`config.mk`:
```
export PLATFORM = sky130hd
export DESIGN_NAME = stun_attribute_locator_top
export DESIGN_NICKNAME = d
export VERILOG_FILES = /design/src/design/stun_al_pkg.sv /design/src/design/stun_al_core.sv /design/src/design/stun_attribute_locator_top.sv
export SDC_FILE = /design/constraint.sdc
export NUM_CORES = 1
export LEC_CHECK = 0
export BUFFER_PORTS_ARGS = -buffer_cell sky130_fd_sc_hd__clkbuf_2
export CORE_MARGIN = 2
export CORE_UTILIZATION = 60
export DETAILED_ROUTE_END_ITERATION = 8
export PLACE_DENSITY = 0.8
export SLEW_MARGIN = 20
export SYNTH_ARGS = -nofsm -noshare
export SYNTH_HDL_FRONTEND = slang
export SYNTH_SLANG_ARGS = --single-unit
```
`constraint.sdc`:
```
create_clock -name clk -period 19.8 [get_ports clk]
set_clock_uncertainty 0.2 [all_clocks]
set_input_delay 3.96 -clock clk [delete_from_list [all_inputs] [get_ports clk]]
set_output_delay 3.96 -clock clk [all_outputs]
set_load 0.03 [all_outputs]
```
`src/design/stun_al_pkg.sv`:
```
// stun_al_pkg: shared types, constants and decode functions for the stun attribute locator
// no dependencies; imported by stun_al_core and stun_attribute_locator_top

package stun_al_pkg;

	localparam int HeaderBytes = 20;
	localparam int PosW = 17;
	localparam int TypeW = 16;
	localparam int LenW = 16;
	localparam int MethodW = 12;
	localparam int ClassW = 8;

	localparam logic [TypeW-1:0] AttrIntegrity = 16'h0008;
	localparam logic [TypeW-1:0] AttrFingerprint = 16'h8028;
	localparam logic [TypeW-1:0] TypeAliasIn = 16'h0115;
	localparam logic [TypeW-1:0] TypeAliasOut = 16'h0017;
	localparam logic [TypeW-1:0] MethodMaskHi = 16'h3e00;
	localparam logic [TypeW-1:0] MethodMaskMid = 16'h00e0;
	localparam logic [TypeW-1:0] MethodMaskLo = 16'h000f;
	localparam logic [TypeW-1:0] ClassMask = 16'h0ff0;

	localparam int InDataW = 24;
	localparam int OutDataW = 56;

	typedef enum logic [1:0] {
		ST_FOUND = 2'd0,
		ST_NOT_FOUND = 2'd1,
		ST_STOPPED = 2'd2,
		ST_TRUNCATED = 2'd3
	} status_t;

	typedef struct packed {
		logic [ClassW-1:0] msg_class;
		logic [MethodW-1:0] msg_method;
		logic [LenW-1:0] value_length;
		logic [PosW-1:0] value_offset;
		status_t status;
	} result_t;

	function automatic logic [TypeW-1:0] map_type(input logic [TypeW-1:0] t);
		logic [TypeW-1:0] m;
		m = (t == TypeAliasIn) ? TypeAliasOut : t;
		return m;
	endfunction

	function automatic logic [MethodW-1:0] decode_method(input logic [TypeW-1:0] t);
		logic [TypeW-1:0] m;
		logic [TypeW-1:0] r;
		m = map_type(t);
		r = ((m & MethodMaskHi) >> 2) | ((m & MethodMaskMid) >> 1) | (m & MethodMaskLo);
		return r[MethodW-1:0];
	endfunction

	function automatic logic [ClassW-1:0] decode_class(input logic [TypeW-1:0] t);
		logic [TypeW-1:0] m;
		logic [TypeW-1:0] r;
		m = map_type(t);
		r = (m & ClassMask) >> 4;
		return r[ClassW-1:0];
	endfunction

endpackage

```
`src/design/stun_al_core.sv`:
```
// stun_al_core: per-message parse state and combinational byte step with result formation
// depends on stun_al_pkg

module stun_al_core import stun_al_pkg::*; (
	input  logic             clk,
	input  logic             arst_n,
	input  logic             step,
	input  logic [7:0]       msg_byte,
	input  logic [TypeW-1:0] wanted_type,
	input  logic             last_byte,
	output logic             res_valid,
	output result_t          res
);

	logic [PosW-1:0]  pos_q, pos_d;
	logic [PosW-1:0]  tot_q, tot_d;
	logic [TypeW-1:0] tw_q, tw_d;
	logic [TypeW-1:0] key_q, key_d;
	logic [PosW-1:0]  nho_q, nho_d;
	logic [TypeW-1:0] et_q, et_d;
	logic [LenW-1:0]  el_q, el_d;
	logic             dec_q, dec_d;

	logic [PosW-1:0]  rel;
	logic             in_hdr;
	logic [LenW-1:0]  el_full;
	logic [PosW+1:0]  pad_len;
	logic [PosW+1:0]  nxt;
	logic [PosW-1:0]  tot_full;
	logic [TypeW-1:0] tw_emit;
	status_t          st;
	logic [PosW-1:0]  off;
	logic [LenW-1:0]  len;

	assign rel      = pos_q - nho_q;
	assign in_hdr   = (pos_q >= nho_q) && (rel < PosW'(4));
	assign el_full  = {el_q[15:8], msg_byte};
	assign pad_len  = ({{(PosW+2-LenW){1'b0}}, el_full} + (PosW+2)'(3)) & ~((PosW+2)'(3));
	assign nxt      = {2'b00, nho_q} + (PosW+2)'(4) + pad_len;
	assign tot_full = {1'b0, tot_q[15:8], msg_byte} + PosW'(HeaderBytes);

	always_comb begin
		pos_d = pos_q;
		tot_d = tot_q;
		tw_d = tw_q;
		key_d = key_q;
		nho_d = nho_q;
		et_d = et_q;
		el_d = el_q;
		dec_d = dec_q;
		res_valid = 1'b0;
		st = ST_NOT_FOUND;
		off = '0;
		len = '0;
		tw_emit = tw_q;
		if (step) begin
			if (!dec_q) begin
				priority if (pos_q == PosW'(0)) begin
					key_d = wanted_type;
					tw_d = {msg_byte, 8'h00};
				end else if (pos_q == PosW'(1)) begin
					tw_d = {tw_q[15:8], msg_byte};
				end else if (pos_q == PosW'(2)) begin
					tot_d = {1'b0, msg_byte, 8'h00};
				end else if (pos_q == PosW'(3)) begin
					tot_d = tot_full;
					if (nho_q >= tot_full) begin
						res_valid = 1'b1;
						st = ST_NOT_FOUND;
						dec_d = 1'b1;
					end
				end else if (in_hdr) begin
					unique case (rel[1:0])
						2'd0: et_d = {msg_byte, 8'h00};
						2'd1: et_d = {et_q[15:8], msg_byte};
						2'd2: el_d = {msg_byte, 8'h00};
						2'd3: begin
							el_d = el_full;
							if (et_q == key_q) begin
								res_valid = 1'b1;
								st = ST_FOUND;
								off = nho_q + PosW'(4);
								len = el_full;
								dec_d = 1'b1;
							end else if ((et_q == AttrIntegrity && key_q != AttrFingerprint)
								|| et_q == AttrFingerprint) begin
								res_valid = 1'b1;
								st = ST_STOPPED;
								dec_d = 1'b1;
							end else begin
								if (nxt >= {2'b00, tot_q}) begin
									res_valid = 1'b1;
									st = ST_NOT_FOUND;
									dec_d = 1'b1;
								end
								nho_d = nxt[PosW-1:0];
							end
						end
						default: et_d = et_q;
					endcase
				end else begin
					tw_d = tw_q;
				end
				if (!dec_d) begin
					pos_d = pos_q + PosW'(1);
				end
			end
			tw_emit = tw_d;
			if (last_byte) begin
				if (!dec_d) begin
					res_valid = 1'b1;
					st = ST_TRUNCATED;
				end
				pos_d = '0;
				tot_d = '0;
				tw_d = '0;
				key_d = '0;
				nho_d = PosW'(HeaderBytes);
				et_d = '0;
				el_d = '0;
				dec_d = 1'b0;
			end
		end
	end

	always_comb begin
		res.status = st;
		res.value_offset = off;
		res.value_length = len;
		res.msg_method = decode_method(tw_emit);
		res.msg_class = decode_class(tw_emit);
	end

	always_ff @(posedge clk or negedge arst_n) begin
		if (!arst_n) begin
			pos_q <= '0;
			tot_q <= '0;
			tw_q <= '0;
			key_q <= '0;
			nho_q <= PosW'(HeaderBytes);
			et_q <= '0;
			el_q <= '0;
			dec_q <= 1'b0;
		end else begin
			pos_q <= pos_d;
			tot_q <= tot_d;
			tw_q <= tw_d;
			key_q <= key_d;
			nho_q <= nho_d;
			et_q <= et_d;
			el_q <= el_d;
			dec_q <= dec_d;
		end
	end

	// a decided message gives nothing more until its final byte
	a_quiet_after_decision: assert property (@(posedge clk) disable iff (!arst_n)
		step && dec_q |-> !res_valid)
		else $error("result after decision");

	// final byte always restarts the message
	a_restart_on_last: assert property (@(posedge clk) disable iff (!arst_n)
		step && last_byte |=> pos_q == '0 && !dec_q && nho_q == PosW'(HeaderBytes))
		else $error("no restart after final byte");

	// an undecided walk never points a header into the fixed header
	a_header_floor: assert property (@(posedge clk) disable iff (!arst_n)
		!dec_q |-> nho_q >= PosW'(HeaderBytes))
		else $error("header offset below fixed header");

	// a found entry header always sits past the fixed header
	a_found_offset: assert property (@(posedge clk) disable iff (!arst_n)
		res_valid && res.status == ST_FOUND |-> nho_q >= PosW'(HeaderBytes))
		else $error("found offset inside fixed header");

endmodule

```
`src/design/stun_attribute_locator_top.sv`:
```
// stun_attribute_locator_top: input register, parse core and result register on stream ports
// depends on stun_al_pkg and stun_al_core
// output: a result is registered in the result register when the byte that decides it steps the core
// throughput: one item per cycle; the input register steps the core whenever the result
// register is empty or being taken, so only a stalled result holds the input side
// reset: arst_n clears both register valids and the parse state to the start of a message

module stun_attribute_locator_top import stun_al_pkg::*; (
	input  logic                clk,
	input  logic                arst_n,
	input  logic                s_axis_tvalid,
	output logic                s_axis_tready,
	input  logic [InDataW-1:0]  s_axis_tdata,   // msg_byte, wanted_type
	input  logic                s_axis_tlast,
	output logic                m_axis_tvalid,
	input  logic                m_axis_tready,
	output logic [OutDataW-1:0] m_axis_tdata    // status, value_offset, value_length, msg_method, msg_class, zero pad
);

	logic               valid_s1;
	logic [7:0]         byte_s1;
	logic [TypeW-1:0]   wanted_s1;
	logic               last_s1;
	logic               advance;
	logic               res_valid;
	result_t            res;
	logic               out_valid_q;
	result_t            out_q;

	assign advance = valid_s1 && (!out_valid_q || m_axis_tready);
	assign s_axis_tready = !valid_s1 || advance;

	always_ff @(posedge clk or negedge arst_n) begin
		if (!arst_n) begin
			valid_s1 <= 1'b0;
		end else if (s_axis_tready) begin
			valid_s1 <= s_axis_tvalid;
		end
	end

	always_ff @(posedge clk) begin
		if (s_axis_tvalid && s_axis_tready) begin
			byte_s1 <= s_axis_tdata[7:0];
			wanted_s1 <= s_axis_tdata[23:8];
			last_s1 <= s_axis_tlast;
		end
	end

	stun_al_core u_core (
		.clk         (clk),
		.arst_n      (arst_n),
		.step        (advance),
		.msg_byte    (byte_s1),
		.wanted_type (wanted_s1),
		.last_byte   (last_s1),
		.res_valid   (res_valid),
		.res         (res)
	);

	always_ff @(posedge clk or negedge arst_n) begin
		if (!arst_n) begin
			out_valid_q <= 1'b0;
		end else if (advance && res_valid) begin
			out_valid_q <= 1'b1;
		end else if (m_axis_tready) begin
			out_valid_q <= 1'b0;
		end
	end

	always_ff @(posedge clk) begin
		if (advance && res_valid) begin
			out_q <= res;
		end
	end

	assign m_axis_tvalid = out_valid_q;
	assign m_axis_tdata = {1'b0, out_q.msg_class, out_q.msg_method, out_q.value_length,
		out_q.value_offset, out_q.status};

endmodule
```
==> summary.md, run 1 <==
| Metric | Value |
|---|---|
| Worst path arrival time | 4.46 ns |
| CTS tree | done |
| PostCTS Resize Cnt | 0 |
| Post-CTS Setup Repair Bufs | 0 |
| Measured slew at the worst slew-check pin | 1.03 ns |
| Drt wl/cell | 19.4 um |
| # hold bufs at CTS | 0 |
| Pwr/cell area | 103 mW/mm2 |
| Fin Setup TNS | 0 ns |
| Die H | 140 um |
| Vias per cell | 6.40 |
| Vias | 9,134 |
| Crit path time final | 8.62 ns |
| WHS Endpoint | u_core.key_q[8] |
| Largest family of logic cells by synthesized area | simple AND/OR/NAND/NOR gates |
| DRC violation count after routing | 0 |
| Xor/xnor share of the synthesized area | 5.58% |
| Routability congestion estimate from global placement | 0.929 |
| Hold Vio Cnt, Final | 0 |
| CTS Root Cell | clkbuf_16 |
| Kind of critical path | in2out |
| Die Footprint | 0.0197 mm2 |
| #FFs+latches synth | 180 |
| CP Launch Type | input pin |
| First-pass GRT wire length | 44.9 mm |
| Core area | 0.0181 mm2 |
| Asr flop ratio synth | 60.0% |
| Reg2Reg Depth | 20 |
| Worst skew pair latency | 0.44 ns |
| Filler Cells Inserted | 1,372 |
| Critical R2R Launch | byte_s1[2] |
| I/O Buffers | 83 |
| Max_cap viols | 0 |
| Num CTS Buffers | 17 |
| Static Leakage | 0.00534 uW |
| Reg power frac | 40.8% |
| Fmax | 116 MHz |
| Top_reg_cell synth | dfrtp_1 |
| Num rows | 49 |
| Final worst path period share | 43.5% |
| Initial antenna violation count | 1 |
| VDD IR max | 0.0737 mV |
| Endpoint class of the critical path | output pin |
| Endpoints failing setup | 0 |
| GRT Overall Usage | 28.8% |
| Initial Util | 61.6% |
| Grt ovf | 0 |
| Hold path cells | 1 |
| Detailed placer's ending HPWL | 19.8 mm |
| Mux contribution to synthesized area | 1.87% |
| Fraction of the mapped netlist area in adder cells | 8.04% |
| I/O pins | 87 |
| RSZ-0062 raised after global routing | false |
| Multi-input gate area | 0.00577 mm2 |
| Seq/Total Area, Yosys | 43.7% |
| H-tree levels | 4 |
| Tightest slew margin relative to the limit | 31.0% |
| Clock transition at the registers of the reported paths | 0.07 ns |
| Min-delay worst type | reg2reg |
| Post-synth cell types | 73 |
| Crit path cell chain | clkbuf_2 > nand3b_1 > clkbuf_2 |
| Largest stage delay, worst path | 0.21 ns |
| CTS max path bufs | 2 |
| WL final | 27.7 mm |
| Pint | 785 uW |
| Synth Area in Simple Gates | 19.2% |
| 1st-pass router iterations | 5 |
| Worst Path Max Fanout | 3 |
| Final Max Tran Viols | 0 |
| EDFF count, synth | 72 |
| CTS sink count | 180 |
| Final ANT Viol Nets | 0 |
| Reg2reg end | m_axis_tdata[15] |
| Most frequent CP cell | clkbuf_2 |
| Synth Area in Compound Gates | 16.9% |
| Reg area | 0.00487 mm2 |
| Worst R2R Setup Slack | 12.54 ns |
| DR iter-0 viols | 799 |
| Min-delay src | wanted_s1[8] |
| DIE WIDTH | 140 um |
| Pin count of the biggest net entering global routing | 63 |
| Status | finished clean |
| Area growth syn-to-layout | 9.69% |
| Ys Warns | 0 |
| Pwr Total | 1250 uW |
| Combinational power share | 32.3% |
| Mapped cell area | 0.0111 mm2 |
| Clk pwr share | 26.9% |
| Worst endpoint required time | 15.64 ns |
| Switching share of power | 37.4% |
| Ratio of cells with drive above 1 in the final layout | 12.6% |
| Gate Count Post-Synth | 1,134 |
| Nets | 1,284 |
| Number of global-route vias before repair | 8,618 |
| Slowest-stage cell, CP | clkbuf_2 |
| Post-Syn Area per Cell | 9.83 um2 |
| Switch Pwr | 469 uW |
==> worst max path at each step <==
| stage | slack (ns) | cells after the start | endpoint | from |
|---|---|---|---|---|
| floorplan | 11.33 | 1 | s_axis_tready | m_axis_tready |
| CTS | 11.19 | 3 | s_axis_tready | m_axis_tready |
| global placement | 11.23 | 3 | s_axis_tready | m_axis_tready |
| global route | 11.15 | 3 | s_axis_tready | m_axis_tready |
| finish | 11.18 | 3 | s_axis_tready | m_axis_tready |
| detailed placement | 11.19 | 3 | s_axis_tready | m_axis_tready |
==> worst max-delay path, delay by kind of cell <==
kind                   cells  cell delay, ns
buffers and inverters      2            0.30
AND/OR/NAND/NOR            1            0.20
==> layout make-up <==
class | instances | share of cell area (%)
Tap cell | 229 | 2.34
Clock inverter | 10 | 0.829
Sequential cell | 180 | 39.8
Multi-Input combinational cell | 834 | 47.2
Timing Repair Buffer | 93 | 4.03
Antenna cell | 1 | 0.0205
Clock buffer | 22 | 3.98
Inverter | 58 | 1.78
==> Yosys cell counts (4+ instances only) <==
cell | number | area [um2]
a21oi_1 | 53 | 265
xor2_1 | 16 | 140
dfrtp_1 | 106 | 2650
o31a_1 | 4 | 35.0
nor3_1 | 26 | 130
mux2i_1 | 16 | 160
buf_4 | 10 | 75.1
nand3_1 | 32 | 160
a221o_1 | 5 | 50.1
o31ai_1 | 15 | 113
and2_1 | 35 | 219
nor2_1 | 62 | 233
nor4_1 | 23 | 144
or4_1 | 10 | 75.1
a22o_1 | 46 | 403
xnor2_1 | 55 | 482
nand2b_1 | 11 | 68.8
nor4b_1 | 4 | 35.0
a22oi_1 | 7 | 52.6
nor3b_1 | 15 | 113
edfxtp_1 | 72 | 2160
a211oi_1 | 4 | 30.0
o21a_1 | 16 | 120
o211ai_1 | 5 | 37.5
a211o_1 | 4 | 35.0
or2_2 | 9 | 56.3
nand3b_1 | 4 | 30.0
a21boi_0 | 5 | 37.5
a21o_1 | 11 | 82.6
o2111ai_1 | 4 | 35.0
a31oi_1 | 8 | 50.1
nand4_1 | 30 | 188
inv_1 | 58 | 218
ha_1 | 70 | 876
or3_1 | 5 | 31.3
o21ai_0 | 53 | 265
nor2b_1 | 9 | 56.3
nand2_1 | 84 | 315
clkbuf_1 | 50 | 188
and3_1 | 26 | 163
==> metrics by stage <==
stage          util, %  cells  hold WS, ns  setup slack, ns  area, um2
6_report          67.6   1427        0.263            11.18      12200
5_1_grt           67.6   1426        0.288            11.15      12200
4_1_cts           67.6   1426        0.265            11.19      12200
3_5_place_dp      64.3   1394        0.248            11.19      11600
3_3_place_gp      64.3   1394        0.246            11.23      11600
2_1_floorplan        -   1137        0.243            11.33      11200
==> cell families (layout without fill, tap and decap cells) <==
| kind of cell | count (synthesis) | after routing |
|---|---|---|
| buf+inv | 123 | 183 |
| flops | 180 | 180 |
| xor+xnor | 71 | 71 |
| fa+ha+maj | 71 | 71 |
| simple gates | 398 | 398 |
| mux | 20 | 20 |
| other cells | 1 | 5 |
| compound gates | 270 | 270 |
==> sequential cells by signal, summed over array words and instances (netlist names) <==
register / flops
byte_s1: 8
last_s1: 1
m_axis_tdata: 47
m_axis_tvalid: 1
u_core.dec_q: 1
u_core.el_q: 8
u_core.et_q: 16
u_core.key_q: 16
u_core.nho_q: 15
u_core.pos_q: 17
u_core.tot_q: 17
u_core.tw_q: 16
valid_s1: 1
wanted_s1: 16
==> layout by cell type, fill, tap and decap left out, drive strengths merged, types with 26 or more instances in the layout <==
| master | synthesis | final |
|---|---|---|
| nand3 | 32 | 32 |
| and3 | 26 | 26 |
| o21ai | 56 | 56 |
| inv | 58 | 66 |
| nor3 | 27 | 27 |
| dfrtp | 106 | 106 |
| clkbuf | 50 | 104 |
| a21oi | 53 | 53 |
| edfxtp | 72 | 72 |
| nor2 | 63 | 63 |
| and2 | 35 | 35 |
| xnor2 | 55 | 55 |
| a22o | 46 | 46 |
| nand4 | 30 | 30 |
| ha | 70 | 70 |
| nand2 | 84 | 84 |
==> metal layers <==
layer / vias to the layer above / part of all wire (%) / GRT usage (%)
met5: - / 0 / 0
met4: 0 / 3.5 / 13.3
met3: 75 / 6.2 / 5.50
met2: 366 / 47 / 45.6
met1: 4399 / 44 / 38.8
li1: 4294 / - / -
==> power by group through the flow <==
stage	clock network, uW	registers, uW	logic, uW
6_report	337	512	405
2_1_floorplan	0	535	266
3_3_place_gp	0	515	385
5_1_grt	355	519	441
4_1_cts	339	511	401
3_5_place_dp	0	517	396
Note: power is estimated with default switching activity, not from simulation.
==> run 2: changes to the inputs <==
- ABC_AREA: default -> 1
- CORE_UTILIZATION: 60 -> 56
- PLACE_DENSITY: 0.8 -> 0.78
- clock period: 19.8 -> 6.9 ns (I/O delays scaled with it)
==> summary.md, run 2 <==
| Metric | Value |
|---|---|
| Yosys top cell area share | 22.3% (was 23.8%) |
| DR iter-0 viols | 985 (was 799) |
| Initial Util | 56.9% (was 61.6%) |
| Detailed placer's ending HPWL | 23.3 mm (was 19.8 mm) |
| Max_cap viols | 0 (unchanged) |
| Most frequent CP cell | nand2_1 (was clkbuf_2) |
| Tightest slew margin relative to the limit | 30.7% (was 31.0%) |
| Drt wl/cell | 16.5 um (was 19.4 um) |
| Worst skew pair latency | 0.45 ns (was 0.44 ns) |
| Measured slew at the worst slew-check pin | 1.04 ns (was 1.03 ns) |
| Family with the most delay on the worst path | simple AND/OR/NAND/NOR gates (was buffers and inverters) |
| 1st-pass router iterations | 5 (unchanged) |
| Top_reg_cell synth | dfrtp_1 (unchanged) |
| Mapped cell area | 0.0119 mm2 (was 0.0111 mm2) |
| Filler Cells Inserted | 1,845 (was 1,372) |
| Buf+Inv Stages, Crit Path | 2 (unchanged) |
| Worst Path Max Fanout | 29 (was 3) |
| Vias | 10,605 (was 9,134) |
| Fin Setup TNS | 0 ns (unchanged) |
| DIE WIDTH | 150 um (was 140 um) |
| Gate Count Post-Synth | 1,563 (was 1,134) |
| Largest stage delay, worst path | 0.58 ns (was 0.21 ns) |
| Antenna Cells | 0 (was 1) |
| DRC violation count after routing | 0 (unchanged) |
| Post-synth cell types | 60 (was 73) |
| Worst endpoint required time | 6.81 ns (was 15.64 ns) |
| Initial antenna violation count | 0 (was 1) |
| CTS sink count | 180 (unchanged) |
| Post-CTS Setup Repair Bufs | 0 (unchanged) |
| Ratio of cells with drive above 1 in the final layout | 10.2% (was 12.6%) |
| Num CTS Buffers | 17 (unchanged) |
| Largest register FFs | 47 (unchanged) |
| Num rows | 53 (was 49) |
| Pwr/cell area | 419 mW/mm2 (was 103 mW/mm2) |
| Kind of critical path | reg2reg (was in2out) |
| Vias per cell | 5.55 (was 6.40) |
| Reg area | 0.00487 mm2 (unchanged) |
| CTS Root Cell | clkbuf_16 (unchanged) |
| # hold bufs at CTS | 0 (unchanged) |
| EDFF count, synth | 72 (unchanged) |
| Die Footprint | 0.0224 mm2 (was 0.0197 mm2) |
| Setup WS post-layout | 0.998 ns (was 11.18 ns) |
| Final hold slack | 0.289 ns (was 0.263 ns) |
| Ys Warns | 0 (unchanged) |
| RSZ-0062 raised after global routing | false (unchanged) |
| Placed inst area | 0.0124 mm2 (was 0.0116 mm2) |
| Post-Syn Area per Cell | 7.60 um2 (was 9.83 um2) |
| Multi-input gate area | 0.00593 mm2 (was 0.00577 mm2) |
| PostCTS Resize Cnt | 0 (unchanged) |
| Final ANT Viol Nets | 0 (unchanged) |
| GRT Overall Usage | 29.2% (was 28.8%) |
| Status | finished clean (unchanged) |
| Most common library cells after synthesis | nand2_1 (415), inv_1 (215), nor2_1 (184) (was dfrtp_1 (106), nand2_1 (84), edfxtp_1 (72)) |
| H-tree levels | 4 (unchanged) |
| CTS max path bufs | 2 (unchanged) |
| Final Max Tran Viols | 0 (unchanged) |
| Core area | 0.0209 mm2 (was 0.0181 mm2) |
| Clock transition at the registers of the reported paths | 0.08 ns (was 0.07 ns) |
| Number of global-route vias before repair | 9,989 (was 8,618) |
| I/O pins | 87 (unchanged) |
| Endpoints failing setup | 0 (unchanged) |
| Design Area, Final | 0.0131 mm2 (was 0.0122 mm2) |
| #FFs+latches synth | 180 (unchanged) |
| Most frequent cells in the layout | nand2_1 (415), inv_1 (215), nor2_1 (183) (was dfrtp_1 (106), nand2_1 (84), clkbuf_2 (82)) |
| Die H | 150 um (was 140 um) |
| Grt ovf | 0 (unchanged) |
| Area growth syn-to-layout | 9.92% (was 9.69%) |
| First-pass GRT wire length | 51.2 mm (was 44.9 mm) |
| Final worst path period share | 85.5% |
| VDD IR max | 0.216 mV (was 0.0737 mV) |
| Commonest non-fill, non-tap cell in the layout | nand2_1 (was dfrtp_1) |
| Seq/Total Area, Yosys | 41.0% (was 43.7%) |
| Min-delay worst type | reg2reg (unchanged) |
| Endpoint class of the critical path | flop (was output pin) |
| Worst path arrival time | 5.81 ns (was 4.46 ns) |
| Most frequent cell after synthesis | nand2_1 (was dfrtp_1) |
| I/O Buffers | 83 (unchanged) |
| Pin count of the biggest net entering global routing | 58 (was 63) |
| Hold Vio Cnt, Final | 0 (unchanged) |
| Crit path time final | 5.90 ns |
| Routability congestion estimate from global placement | 0.958 (was 0.929) |
| Top post-synthesis cells by area | dfrtp_1 (22%), edfxtp_1 (18%), nand2_1 (13%) (was dfrtp_1 (24%), edfxtp_1 (19%), ha_1 (7.9%)) |
| Asr flop ratio synth | 60.0% (unchanged) |
| Slowest-stage cell, CP | edfxtp_1 (was clkbuf_2) |
| Dpl ws | 1.16 ns (was 11.19 ns) |
| Static Leakage | 0.00640 uW (was 0.00534 uW) |
| Cell taking the most area after synthesis | dfrtp_1 (unchanged) |
| WL final | 31.6 mm (was 27.7 mm) |
| Nets | 1,723 (was 1,284) |
| CTS tree | done (unchanged) |
| CP Launch Type | flop (was input pin) |
| Fmax | 169 MHz |
[run 2: cell count changes after synthesis, moves of 14 or more]
cell,previous run,this run
nand2_1,84,415
nor2_1,62,184
o21ai_0,53,68
mux2i_1,16,0
inv_1,58,215
o21a_1,16,2
and2_1,35,1
nand3_1,32,94
a22o_1,46,0
xor2_1,16,48
clkbuf_1,50,23
xnor2_1,55,8
and3_1,26,1
o21ai_1,3,23
[run 2: per-stage QoR]
step / total power, uW / util, % / std cells
after floorplan: 3720 / - / 1566
after global placement: 4320 / 59.4 / 1879
after detailed placement: 4390 / 59.4 / 1879
after CTS: 5430 / 62.5 / 1911
after global routing: 5920 / 62.5 / 1911
final: 5480 / 62.5 / 1911
[run 2: cell type report]
type	instances	area share (%)
well taps	275	2.64
clock buffers	17	3.26
clock inverters	15	1.62
multi-input cells	1117	45.4
repair buffers	89	3.55
flip-flops and latches	180	37.3
inverters	218	6.27
[run 2: metal layers]
layer	vias up	track usage, %	share of wire, %	wire length [um]
met4	0	10.4	3.0	941
met5	-	0	0	0
met3	81	4.21	7.3	2310
met1	4895	42.2	45	14100
met2	470	45.2	45	14200
li1	5159	-	-	-
[run 2: power by group]
part	internal (uW)	switching [uW]	leakage, uW
sequential	1420	234	0.00213
combinational	926	1880	0.00396
clock	503	516	0.000305
total	2850	2630	0.00640
[run 2: worst min-delay path: cells and delay by family, from the launching register on]
kind / cells / cell delay, ns
flops: 1 / 0.35
simple gates: 1 / 0.05
compound gates: 1 / 0.05
[run 2: worst paths after layout]
kind / start / end / slack (ns) / cells past startpoint
setup / recovery: byte_s1[3] / m_axis_tdata[44] / 1.0 / 27
hold / removal: u_core.tot_q[7] / u_core.tot_q[7] / 0.29 / 2
setup reg to reg: byte_s1[3] / m_axis_tdata[44] / 1.0 / 27
hold reg to reg: u_core.tot_q[7] / u_core.tot_q[7] / 0.29 / 2
max in group asynchronous: arst_n / u_core.nho_q[7] / 4.50 / 2
min in group asynchronous: arst_n / u_core.pos_q[4] / 0.78 / 1
[run 2: cells by family after synthesis]
family,share of synthesized area [%]
compound gates,8.99
xor+xnor,4.13
fa+ha+maj,7.54
buf+inv,9.28
flops,41.0
other cells,0.0316
simple gates,29.0
==> run 3: changes to the inputs <==
- SYNTH_HIERARCHICAL: default -> 1
==> summary.md, run 3 <==
| Metric | Value |
|---|---|
| Most common library cells after synthesis | nand2_1 (381), inv_1 (230), nor2_1 (164) (was nand2_1 (415), inv_1 (215), nor2_1 (184)) |
| EDFF count, synth | 80 (was 72) |
| CTS tree | done (unchanged) |
| DIE WIDTH | 152 um (was 150 um) |
| Switch Pwr | 2320 uW (was 2630 uW) |
| Most frequent CP cell | nand2_1 (unchanged) |
| Static Leakage | 0.00664 uW (was 0.00640 uW) |
| Endpoint class of the critical path | flop (unchanged) |
| Mapped cell area | 0.0123 mm2 (was 0.0119 mm2) |
| Max_cap viols | 0 (unchanged) |
| Most frequent cell after synthesis | nand2_1 (unchanged) |
| Tightest slew margin relative to the limit | 28.6% (was 30.7%) |
| VDD IR max | 0.195 mV (was 0.216 mV) |
| Post-Syn Area per Cell | 7.92 um2 (was 7.60 um2) |
| Antenna Cells | 0 (unchanged) |
| Initial antenna violation count | 0 (unchanged) |
| Family with the most delay on the worst path | simple AND/OR/NAND/NOR gates (unchanged) |
| Initial Util | 56.7% (was 56.9%) |
| Yosys top cell area share | 21.6% (was 22.3%) |
| CTS Root Cell | clkbuf_16 (unchanged) |
| Area growth syn-to-layout | 10.0% (was 9.92%) |
| Vias | 10,594 (was 10,605) |
| Num rows | 54 (was 53) |
| Endpoints failing setup | 0 (unchanged) |
| Cell taking the most area after synthesis | dfrtp_1 (unchanged) |
| Clock transition at the registers of the reported paths | 0.08 ns (about the same) |
| Final worst path period share | 88.2% (was 85.5%) |
| Dpl ws | 0.994 ns (was 1.16 ns) |
| Reg2reg end | m_axis_tdata[52] (was m_axis_tdata[44]) |
| Number of global-route vias before repair | 9,854 (was 9,989) |
| # hold bufs at CTS | 0 (unchanged) |
| PostCTS Resize Cnt | 0 (unchanged) |
| Worst path arrival time | 6.01 ns (was 5.81 ns) |
| I/O Buffers | 85 (was 83) |
| Gate Count Post-Synth | 1,553 (was 1,563) |
| 1st-pass router iterations | 7 (was 5) |
| Min-delay src | wanted_s1[13] (was u_core.tot_q[7]) |
| Seq/Total Area, Yosys | 41.5% (was 41.0%) |
| Hold path cells | 2 (unchanged) |
| Ys Warns | 6 (was 0) |
| Slowest-stage cell, CP | edfxtp_1 (unchanged) |
| Pint | 2820 uW (was 2850 uW) |
| Nets | 1,733 (was 1,723) |
| Top_reg_cell synth | dfrtp_1 (unchanged) |
| Top post-synthesis cells by area | dfrtp_1 (22%), edfxtp_1 (20%), nand2_1 (12%) (was dfrtp_1 (22%), edfxtp_1 (18%), nand2_1 (13%)) |
| Post-synth cell types | 55 (was 60) |
| Final Max Tran Viols | 0 (unchanged) |
| Final hold slack | 0.285 ns (was 0.289 ns) |
| Most frequent cells in the layout | nand2_1 (381), inv_1 (230), nor2_1 (163) (was nand2_1 (415), inv_1 (215), nor2_1 (183)) |
| RSZ-0062 raised after global routing | false (unchanged) |
| Die H | 152 um (was 150 um) |
| Combinational power share | 47.2% (was 51.2%) |
| Vias per cell | 5.54 (was 5.55) |
| Reg2Reg Depth | 31 (was 27) |
| Detailed placer's ending HPWL | 23.8 mm (was 23.3 mm) |
| Largest register FFs | 55 (was 47) |
| Core area | 0.0217 mm2 (was 0.0209 mm2) |
| Status | finished clean (unchanged) |
| DRC violation count after routing | 0 (unchanged) |
| Crit path time final | 6.09 ns (was 5.90 ns) |
| Switching share of power | 45.2% (was 48.0%) |
| H-tree levels | 4 (unchanged) |
| Fin Setup TNS | 0 ns (unchanged) |
| DR iter-0 viols | 1,167 (was 985) |
| Die Footprint | 0.0232 mm2 (was 0.0224 mm2) |
| Kind of critical path | reg2reg (unchanged) |
| Pwr/cell area | 380 mW/mm2 (was 419 mW/mm2) |
| CTS max path bufs | 2 (unchanged) |
| Final ANT Viol Nets | 0 (unchanged) |
| Hold Vio Cnt, Final | 0 (unchanged) |
| Asr flop ratio synth | 57.4% (was 60.0%) |
| GRT Overall Usage | 27.4% (was 29.2%) |
| Filler Cells Inserted | 1,852 (was 1,845) |
| Worst skew pair latency | 0.43 ns (was 0.45 ns) |
| Pin count of the biggest net entering global routing | 73 (was 58) |
| I/O pins | 87 (unchanged) |
| Reg power frac | 32.2% (was 30.2%) |
| Critical R2R Launch | byte_s1[3] (unchanged) |
| Min-delay worst type | reg2reg (unchanged) |
| Worst endpoint required time | 6.82 ns (was 6.81 ns) |
| WL final | 32.0 mm (was 31.6 mm) |
| Buf+Inv Stages, Crit Path | 5 (was 2) |
| Post-CTS Setup Repair Bufs | 0 (unchanged) |
| CTS sink count | 188 (was 180) |
| Ratio of cells with drive above 1 in the final layout | 13.5% (was 10.2%) |
| Placed cells | 1,880 (was 1,879) |
| Largest stage delay, worst path | 0.59 ns (was 0.58 ns) |
| Worst R2R Setup Slack | 0.81 ns (was 1.0 ns) |
| First-pass GRT wire length | 50.9 mm (was 51.2 mm) |
| Commonest non-fill, non-tap cell in the layout | nand2_1 (unchanged) |
| Fin cells | 1,912 (was 1,911) |
| Routability congestion estimate from global placement | 0.950 (was 0.958) |
| #FFs+latches synth | 188 (was 180) |
| Grt ovf | 0 (unchanged) |
| Measured slew at the worst slew-check pin | 1.07 ns (was 1.04 ns) |
| Setup WS post-layout | 0.812 ns (was 0.998 ns) |
| Worst Path Max Fanout | 41 (was 29) |
| Num CTS Buffers | 17 (unchanged) |
| Fmax | 164 MHz (was 169 MHz) |
| Drt wl/cell | 16.7 um (was 16.5 um) |
| WHS Endpoint | u_core/key_q[13] (was u_core.tot_q[7]) |
| Clk pwr share | 20.6% (was 18.6%) |
| CP Launch Type | flop (unchanged) |
-- run 3: cell count changes in the layout (fill, tap and decap cells not counted), sizes merged, moves of 4 or more --
cell    before  now
nand2      423  410
inv        223  236
ha          70   84
o22ai        2    9
o21bai       2    6
xor2        48   44
o21ai      100  105
nor3        37   23
edfxtp      72   80
nand4       20   16
nor2       188  171
-- run 3: layout make-up --
type	instances	area, um2	area share [%]
Multi-Input combinational cell	1088	6070	44.9
Inverter	235	882	6.52
Clock inverter	15	228	1.68
Tap cell	280	350	2.59
Timing Repair Buffer	89	470	3.48
Clock buffer	17	425	3.14
Sequential cell	188	5110	37.7
-- run 3: logic make-up (layout without fill, tap and decap cells) --
family	count (synthesis)	in the layout	synth area share, %
adder cells (fa/ha/maj)	85	85	8.71
XOR/XNOR	53	53	3.77
flip-flops	188	188	41.5
AO/OA/AOI/OAI	203	203	10.3
AND/OR/NAND/NOR	743	743	26.4
other	2	4	0.0610
buffers and inverters	279	356	9.24
-- run 3: worst max-delay path by stage --
stage	startpoint	end	cells past startpoint	slack [ns]
floorplan	byte_s1[0]	m_axis_tdata[0]	33	0.83
global placement	byte_s1[3]	m_axis_tdata[20]	31	1.14
detailed placement	byte_s1[3]	m_axis_tdata[20]	31	0.99
CTS	byte_s1[3]	m_axis_tdata[25]	31	0.94
global route	byte_s1[3]	m_axis_tdata[25]	31	0.37
finish	byte_s1[3]	m_axis_tdata[52]	31	0.81
-- run 3: worst reg2reg max path: cells and delay by family (launching register included) --
family	cells	cell delay [ns]
flip-flops	1	0.59
AND/OR/NAND/NOR	17	2.38
adder cells (fa/ha/maj)	4	1.19
buffers and inverters	5	0.58
AO/OA/AOI/OAI	3	0.50
XOR/XNOR	2	0.33
-- run 3: layer usage --
metal	GRT usage [%]	up-vias	wire length [um]
li1	-	5124	-
met1	37.6	4963	13900
met2	44.3	451	15000
met3	5.01	56	2310
met4	8.81	0	801
met5	0	-	0
-- run 3: per-stage QoR --
step,cell area (um2),total power [uW],utilization [%]
after floorplan,12300,3440,-
after global placement,12900,3950,59.4
after detailed placement,12900,4030,59.4
after CTS,13500,5100,62.4
after global routing,13500,5520,62.4
final,13500,5140,62.4
-- run 3: power by group through the flow --
| stage | logic [uW] | clock network [uW] | registers, uW |
|---|---|---|---|
| 6_report | 2420 | 1060 | 1660 |
| 5_1_grt | 2730 | 1110 | 1680 |
| 4_1_cts | 2390 | 1070 | 1650 |
| 3_5_place_dp | 2360 | 0 | 1670 |
| 3_3_place_gp | 2290 | 0 | 1660 |
| 2_1_floorplan | 1820 | 0 | 1620 |
